## config.mk

```make
export PLATFORM = sky130hd
export DESIGN_NAME = bsm_alu
export DESIGN_NICKNAME = d
export VERILOG_FILES = /design/src/hdl/assert_macros.svh /design/src/hdl/bsm_pkg.sv /design/src/hdl/bsm_alu.sv
export SDC_FILE = /design/constraint.sdc
export NUM_CORES = 2
export LEC_CHECK = 0
export ABC_AREA = 1
export BUFFER_PORTS_ARGS = -buffer_cell sky130_fd_sc_hd__buf_2
export CAP_MARGIN = 15
export CORE_AREA = 2 2 358 360
export CTS_CLUSTER_DIAMETER = 150
export CTS_CLUSTER_SIZE = 30
export DETAILED_ROUTE_END_ITERATION = 16
export DIE_AREA = 0 0 360 362
export PLACE_DENSITY_LB_ADDON = 0.05
export SLEW_MARGIN = 40
export SYNTH_ARGS = -nofsm -noshare
export SYNTH_HDL_FRONTEND = slang
export SYNTH_SLANG_ARGS = --single-unit
```

## constraint.sdc

```tcl
create_clock -name clk_i -period 8.6 [get_ports clk_i]
set_input_delay 1.29 -clock clk_i [delete_from_list [all_inputs] [get_ports clk_i]]
set_output_delay 1.29 -clock clk_i [all_outputs]
set_load 0.02 [all_outputs]
```

## src/hdl/assert_macros.svh

```systemverilog
// Assertion macros shared by the RTL of the stack machine.
// Included by bare file name; holds defines only.
`ifndef ASSERT_MACROS_SVH
`define ASSERT_MACROS_SVH

// Property checked on every rising clock edge, off while reset is asserted.
`define BSM_ASSERT(lbl, clk, rst_n, prop, msg) \
  lbl: assert property (@(posedge clk) disable iff (!rst_n) prop) else $error(msg);

// Condition that must never be true out of reset.
`define BSM_ASSERT_NEVER(lbl, clk, rst_n, cond, msg) \
  `BSM_ASSERT(lbl, clk, rst_n, !(cond), msg)

`endif

```

## src/hdl/bsm_pkg.sv

```systemverilog
// Package for the bytecode stack machine: sizes, opcodes, status codes,
// state types and the request/response structs of the arithmetic unit.
`timescale 1ns / 1ps
`default_nettype none
package bsm_pkg;

  localparam int unsigned STACK_DEPTH = 1024;
  localparam int unsigned ADDR_W      = $clog2(STACK_DEPTH);
  localparam int unsigned CNT_W       = ADDR_W + 1;
  localparam int unsigned DATA_W      = 32;
  localparam int unsigned DIV_STEPS   = DATA_W;
  localparam int unsigned DCNT_W      = $clog2(DIV_STEPS + 1);

  localparam logic [CNT_W-1:0] STACK_FULL = CNT_W'(STACK_DEPTH);

  // opcodes
  localparam logic [7:0] OP_NOP  = 8'd0;
  localparam logic [7:0] OP_ADD  = 8'd1;
  localparam logic [7:0] OP_SUB  = 8'd2;
  localparam logic [7:0] OP_MUL  = 8'd3;
  localparam logic [7:0] OP_DIV  = 8'd4;
  localparam logic [7:0] OP_POW  = 8'd5;
  localparam logic [7:0] OP_NEG  = 8'd6;
  localparam logic [7:0] OP_LIT  = 8'd7;
  localparam logic [7:0] OP_HALT = 8'd8;

  // result status
  localparam logic [2:0] ST_OK    = 3'd0;
  localparam logic [2:0] ST_UNDER = 3'd1;
  localparam logic [2:0] ST_OVER  = 3'd2;
  localparam logic [2:0] ST_DIVZ  = 3'd3;
  localparam logic [2:0] ST_BADOP = 3'd4;

  // literal bytes still to collect
  localparam logic [2:0] LIT_BYTES = 3'd4;

  typedef enum logic [2:0] {
    ALU_ADD, ALU_SUB, ALU_MUL, ALU_DIV, ALU_POW, ALU_NEG
  } alu_op_e;

  typedef enum logic [1:0] {
    ALU_IDLE, ALU_DIV_RUN, ALU_POW_RUN, ALU_DONE
  } alu_state_e;

  typedef enum logic [2:0] {
    S_IDLE, S_RD_B, S_RD_A, S_GET_A, S_START, S_EXEC, S_EMIT
  } ctl_state_e;

  typedef struct packed {
    logic    start;
    alu_op_e op;
  } alu_req_t;

  typedef struct packed {
    logic              done;
    logic              divz;
    logic [DATA_W-1:0] result;
  } alu_rsp_t;

endpackage
`default_nettype wire

```

## src/hdl/bsm_alu.sv

```systemverilog
// Arithmetic unit: add/sub/neg/mul computed at start, radix-2 divider (32 steps),
// square-and-multiply power (up to 32 steps). Uses bsm_pkg.
`timescale 1ns / 1ps
`default_nettype none
module bsm_alu
  import bsm_pkg::*;
(
  input  wire logic              clk_i,
  input  wire logic              rst_ni,
  input  wire alu_req_t          req_i,
  input  wire logic [DATA_W-1:0] a_i,
  input  wire logic [DATA_W-1:0] b_i,
  output alu_rsp_t               rsp_o
);

  alu_state_e state_q, state_d;

  logic [DATA_W-1:0] res_q, acc_q, base_q, rem_q, exp_q;
  logic [DCNT_W-1:0] cnt_q;
  logic              neg_q, divz_q;

  logic              a_neg, b_neg;
  logic [DATA_W-1:0] a_mag, b_mag;
  logic [DATA_W:0]   rem_sh;
  logic              fits;
  logic [DATA_W:0]   rem_sub;
  logic [DATA_W-1:0] prod_r, prod_b, pow_res;
  logic              pow_divz;

  assign a_neg   = a_i[DATA_W-1];
  assign b_neg   = b_i[DATA_W-1];
  assign a_mag   = a_neg ? (DATA_W'(0) - a_i) : a_i;
  assign b_mag   = b_neg ? (DATA_W'(0) - b_i) : b_i;

  // one restoring division step
  assign rem_sh  = {rem_q, acc_q[DATA_W-1]};
  assign fits    = rem_sh >= {1'b0, base_q};
  assign rem_sub = rem_sh - {1'b0, base_q};

  assign prod_r  = acc_q * base_q;
  assign prod_b  = base_q * base_q;

  // negative exponent: 1 / power, truncated
  always_comb begin
    pow_res  = acc_q;
    pow_divz = 1'b0;
    if (neg_q) begin
      pow_divz = (acc_q == '0);
      if (acc_q != DATA_W'(1) && acc_q != '1) begin
        pow_res = '0;
      end
    end
  end

  // next state
  always_comb begin
    state_d = state_q;
    case (state_q)
      ALU_IDLE: begin
        if (req_i.start) begin
          case (req_i.op)
            ALU_DIV: state_d = (b_i == '0) ? ALU_DONE : ALU_DIV_RUN;
            ALU_POW: state_d = ALU_POW_RUN;
            default: state_d = ALU_DONE;
          endcase
        end
      end
      ALU_DIV_RUN: if (cnt_q == '0) state_d = ALU_DONE;
      ALU_POW_RUN: if (exp_q == '0) state_d = ALU_DONE;
      ALU_DONE:    state_d = ALU_IDLE;
      default:     state_d = ALU_IDLE;
    endcase
  end

  // outputs
  always_comb begin
    rsp_o.done   = (state_q == ALU_DONE);
    rsp_o.divz   = divz_q;
    rsp_o.result = res_q;
  end

  always_ff @(posedge clk_i or negedge rst_ni) begin
    if (!rst_ni) begin
      state_q <= ALU_IDLE;
    end else begin
      state_q <= state_d;
    end
  end

  always_ff @(posedge clk_i) begin
    case (state_q)
      ALU_IDLE: begin
        if (req_i.start) begin
          divz_q <= 1'b0;
          case (req_i.op)
            ALU_ADD: res_q <= a_i + b_i;
            ALU_SUB: res_q <= a_i - b_i;
            ALU_MUL: res_q <= a_i * b_i;
            ALU_NEG: res_q <= DATA_W'(0) - a_i;
            ALU_DIV: begin
              divz_q <= (b_i == '0);
              res_q  <= '0;
              acc_q  <= a_mag;
              base_q <= b_mag;
              rem_q  <= '0;
              cnt_q  <= DCNT_W'(DIV_STEPS);
              neg_q  <= a_neg ^ b_neg;
            end
            ALU_POW: begin
              acc_q  <= DATA_W'(1);
              base_q <= a_i;
              exp_q  <= b_mag;
              neg_q  <= b_neg;
            end
            default: res_q <= '0;
          endcase
        end
      end
      ALU_DIV_RUN: begin
        if (cnt_q != '0) begin
          rem_q <= fits ? rem_sub[DATA_W-1:0] : rem_sh[DATA_W-1:0];
          acc_q <= {acc_q[DATA_W-2:0], fits};
          cnt_q <= cnt_q - DCNT_W'(1);
        end else begin
          res_q <= neg_q ? (DATA_W'(0) - acc_q) : acc_q;
        end
      end
      ALU_POW_RUN: begin
        if (exp_q != '0) begin
          if (exp_q[0]) begin
            acc_q <= prod_r;
          end
          base_q <= prod_b;
          exp_q  <= exp_q >> 1;
        end else begin
          res_q  <= pow_res;
          divz_q <= pow_divz;
        end
      end
      default: ;
    endcase
  end

endmodule
`default_nettype wire

```

### Yosys cells after proc, flatten, opt, wreduce, memory -nomap -nowiden

Cells that the tools add are included.

* multiplexer cells: 45
* bitwise logic cells: 1
* eq/ne operators: 22
* reduce and logical (&&, ||, !) cells: 21
* $mul: 3
* add/sub/neg operators: 7
* order comparisons: 1

Operators by type and width (number)
* two-way mux 32 bit: 21
* case mux 32 bit (2 select lines): 5
* case mux 32 bit (3 select lines): 2
* case mux 32 bit (5 select lines): 1
* logical NOT 32 bit: 3
* multiplier 32 x 32 -> 32 bit: 3
* subtractor 1 x 32 -> 32 bit (first input constant): 3
* subtractor 32 bit: 2
* >= comparator 33 x 32 -> 1 bit: 1
* adder 32 bit: 1
* inequality test 32 x 1 -> 1 bit (second input constant): 1
* inequality test 32 bit (second input constant): 1
* nonzero test 32 bit: 1
* inequality test 2 bit (second input constant): 10
* two-way mux 6 bit: 3
* case mux 6 bit (2 select lines): 1
* AND reduction 4 bit: 3
* AND reduction 3 bit: 3
* two-way mux 2 bit: 4
* case mux 2 bit (4 select lines): 1
* equality test 3 x 2 -> 1 bit (second input constant): 2
* equality test 3 bit (second input constant): 2
* logical NOT 6 bit: 1
* AND reduction 6 bit: 1
* 17 further kinds: 24

* word-level logic and storage cells: 109
* input port bits: 70
* bits in registers: 170
* output and inout bits: 34

### Depth between registers and ports, before layout

* depth after elaboration: 6
* mapped depth: 36
* mapped depth without buffers: 34

### Worst setup path after synthesis

OpenSTA, ideal clock, no wires.

* path type: input to register
* start: in b_i[3]
* end: reg res_q[30], data pin
* arrival: 7602 ps
* buffers on the path: 3
* data required time: 8347 ps
* setup time: 253 ps
* cell stages on the path: 28
* path slack: 745 ps
* cells stage by stage: clkbuf_1 clkbuf_1 buf_1 nand2_1 fa_1 inv_1 fa_1 inv_1 fa_1 inv_1 fa_1 fa_1 inv_1 fa_1 inv_1 fa_1 fa_1 ha_1 inv_1 nor3_1 nand2_1 o221a_2 nand2_1 a21oi_1 o21ai_0 o211ai_1 nand2_1 nand2_1

* word-level cells in the longest chain between the ends: 4
* elaborated cells between the ends (all ways): 6
* classes of those cells: add/sub: 2; mul: 1; mux: 3

Ends and longest elaborated chain
* start: declaration: line bsm_alu.sv:12 `input wire logic [DATA_W-1:0] b_i,`
* multiplier 32 x 32 -> 32 bit, or another cell as far along: line bsm_alu.sv:98 `ALU_MUL: res_q <= a_i * b_i;`
* case mux 32 bit (5 select lines) (*): line bsm_alu.sv:95 `case (req_i.op)`
* two-way mux 32 bit (*): line bsm_alu.sv:93 `if (req_i.start) begin`
* case mux 32 bit (3 select lines) (*): line bsm_alu.sv:91 `case (state_q)`
* end signal: assignment: line bsm_alu.sv:96 `ALU_ADD: res_q <= a_i + b_i;`
* end signal: assignment: line bsm_alu.sv:98
* end signal: assignment: line bsm_alu.sv:99 `ALU_NEG: res_q <= DATA_W'(0) - a_i;`
* end: declaration: line bsm_alu.sv:18 `logic [DATA_W-1:0] res_q, acc_q, base_q, rem_q, exp_q;`

Mark *: on every way between the ends. The rest lies on a longest branch, timed or not. The select of a mux whose other input is x is not followed.
A chain may end at the register's enable or synchronous reset.

### Worst setup path in the final report

* start: reg base_q[6]
* end: reg acc_q[26], data pin

* word-level cells in the longest chain between the ends: 4

Ends and longest elaborated chain
* start: declaration: line bsm_alu.sv:18
* start signal: assignment: line bsm_alu.sv:104 `base_q <= b_mag;`
* start signal: assignment: line bsm_alu.sv:111 `base_q <= a_i;`
* start signal: assignment: line bsm_alu.sv:133 `base_q <= prod_b;`
* multiplier 32 x 32 -> 32 bit: line bsm_alu.sv:40 `assign prod_r = acc_q * base_q;`
* two-way mux 32 bit: line bsm_alu.sv:130 `if (exp_q[0]) begin`
* two-way mux 32 bit: line bsm_alu.sv:129 `if (exp_q != '0) begin`
* case mux 32 bit (3 select lines): line bsm_alu.sv:91
* end signal: assignment: line bsm_alu.sv:103 `acc_q <= a_mag;`
* end signal: assignment: line bsm_alu.sv:122 `acc_q <= {acc_q[DATA_W-2:0], fits};`
* end signal: assignment: line bsm_alu.sv:131 `acc_q <= prod_r;`
* end: declaration: line bsm_alu.sv:18

No other way between the ends. The select of a mux whose other input is x is not followed.

==> metrics <==
result of the run completed; count of state elements after synthesis between 150 and 200; Slowest cell on crit path edfxtp_1; depth of the CTS H-tree 4; HPWL after detailed placement roughly 180 mm; mapped cell area roughly 63000 um^2; remaining max-slew budget at the tightest pin approximately two fifths; top area cells in the synthesized netlist fa_1 38%, inv_1 14%, nand2_1 13%, ha_1 9.0%, edfxtp_1 8.0%; Setup Total Neg Slack 0 ns; total routing usage reported by global routing between 30% and 40%; quantity of gates resized following cts 0; antenna violations before repair 11; die footprint 130000 um^2; I/O Buffers between 100 and 150; crit-path max FO 23; reg-to-reg slack, setup around 0.56 ns; clock slew at reported path FFs ~0.09 ns; synth unique cells 64; worst slack after detailed placement slightly above 0.3 ns; async set or reset register ratio after synthesis under 10%; number of cells produced by synthesis ~8400; final-report hold violation count 0; GPL Wtd Cong about 0.98; TritonCTS clock tree built; category of the most critical setup path reg2reg; fraction of post-synthesis cell area in the top cell type by area between 30% and 40%; sort of element at the end of the critical path flop; number of global-route vias before repair between 50000 and 60000; Slowest Stage Delay on Critical Path 0.93 ns; average size of a mapped cell between 7 and 8 um^2; cell accounting for the most synthesized area fa_1; pin count of the biggest net entering global routing 71; Synth Net Count ~10000; max-slew violation total from the final report 0; utilization of the core after routing between 50% and 60%; first-iteration detailed-routing DRC count 4146; height of the chip between 300 and 400 um; Core Region approximately 130000 um^2; Yosys warnings 0; most repeated cell in the gate-level netlist after synthesis inv_1; kind of cell adding the most delay to the critical path adder cells; number of maximum-capacitance constraint violations 0; RSZ-0062 raised after global routing false; hold-fix buffers at CTS 0; least setup slack across all paths after layout about 0.56 ns; highest achievable clock rate around 120 MHz; sequential fraction of the synthesis area 8.11%; antenna-violating nets left 0; number of iterations in the first detailed-routing pass 6; total number of clock tree sinks 170; count of boundary I/O pins 104; Max Clock Skew 0.0203 ns; first-pass GRT wire length between 300 and 400 mm; Placed Instances about 10000; relative area change from synthesis to final layout 5.79%; element type at the critical path start flop; post-detailed-route via-to-cell ratio ~5.3; overall routed net length between 200 and 250 mm; share of final-layout standard cells stronger than drive strength 1 about 5%; cts bufs inserted 17; WP buf/inv 7; Post-CTS Repair Setup Buffers 0; worst hold-check path type reg2reg; Initial Utilization between 40% and 50%; Clock Path Buffers 2; total congestion overflow 0; width of the die ~360 um; number of remaining DRC errors 0; Arrival @ worst endpoint 8.30 ns; Row Count 131; data required time of the critical path 8.86 ns; shortest period the worst path allows roughly 8.0 ns; DR WL/cell approximately 21 um; part of the cycle the worst path needs between 90 and 100%; Final #Nets slightly above 10000; number of synthesized flops with an enable pin 168; top post-synthesis cells by count 2333 x inv_1, 2131 x nand2_1, 1185 x fa_1; most frequent CP cell fa_1; final-report setup violation count 0; vias after detailed routing between 50000 and 60000; Clock Latency Late Sink around 0.53 ns; Main synth FF type edfxtp_1; Worst Max-Slew Pin Slew between 0.8 and 0.9 ns; clock tree root driver cell clkbuf_16; number of cells in the finished layout apart from fillers roughly 10000
[area by class of cell]
type,instances,area (um^2)
Timing Repair Buffer,324,2470
Clock inverter,15,178
Sequential cell,170,5090
Tap cell,1662,2080
Fill cell,12600,60300
Inverter,2340,8780
Clock buffer,17,425
Antenna cell,5,12.5
Multi-Input combinational cell,5509,47400
[through the flow]
stage                     hold WS [ns]  cell area [um^2]
after floorplan                  0.520             62800
after CTS                        0.556             66400
after global routing             0.582             66400
after detailed placement         0.542             65800
after global placement           0.529             65600
final                            0.554             66400
[registers in the layout (all words and copies together), names as in the netlist]
register and count:
acc_q 32, base_q 32, cnt_q 6, divz_q 1, exp_q 32, neg_q 1
rem_q 32, res_q 32, state_q 2
[path summary, 6_finish.rpt]
| kind | startpoint | endpoint | cells after the start |
|---|---|---|---|
| max | base_q[6] | acc_q[26] | 29 |
| min reg2reg | exp_q[5] | exp_q[4] | 2 |
| min in group asynchronous | rst_ni | state_q[0] | 1 |
| max reg2reg | base_q[6] | acc_q[26] | 29 |
| min | exp_q[5] | exp_q[4] | 2 |
| max in group asynchronous | rst_ni | state_q[1] | 1 |
[layer usage]
metal	track usage [%]	vias to the layer above	part of all wire [%]
li1	-	24600	-
met1	45.8	26300	43
met2	54.4	1855	46
met3	4.77	316	6.9
met4	11.4	4	3.6
met5	0.703	-	0.066
[cell families (layout without fill, tap and decap cells)]
logic type	count (synthesis)	after routing	share of synthesized area, %
AO/OA/AOI/OAI	835	835	7.28
XOR/XNOR	220	220	3.09
adder cells (fa/ha/maj)	1636	1636	46.8
buffers and inverters	2753	2696	16.5
flip-flops	170	170	8.11
multiplexers	1	1	0.0159
other	0	5	0
AND/OR/NAND/NOR	2817	2817	18.2
[layout by cell type, fill, tap and decap left out, drive strengths merged, types with 21 or more instances in the layout]
cell,netlist,final
nand2,2132,2132
nand4,55,55
inv,2337,2344
xnor2,102,102
nor4,38,38
a21oi,297,297
nor3,52,52
o22ai,21,21
buf,134,324
o21ai,381,381
or2,28,28
a21o,23,23
xor2,117,117
o211ai,29,29
a31oi,27,27
nand3,214,214
edfxtp,168,168
nor2,275,275
ha,451,451
fa,1185,1185
[worst register-to-register path: cells and delay by family, from the launching register on]
kind | cells | cell delay [ns]
fa+ha+maj | 9 | 4.33
simple gates | 10 | 1.27
flops | 1 | 0.93
buf+inv | 7 | 0.82
compound gates | 3 | 0.41
Power is not shown: default switching activity piles up to over one toggle a cycle in this logic, so the estimate is an artifact.
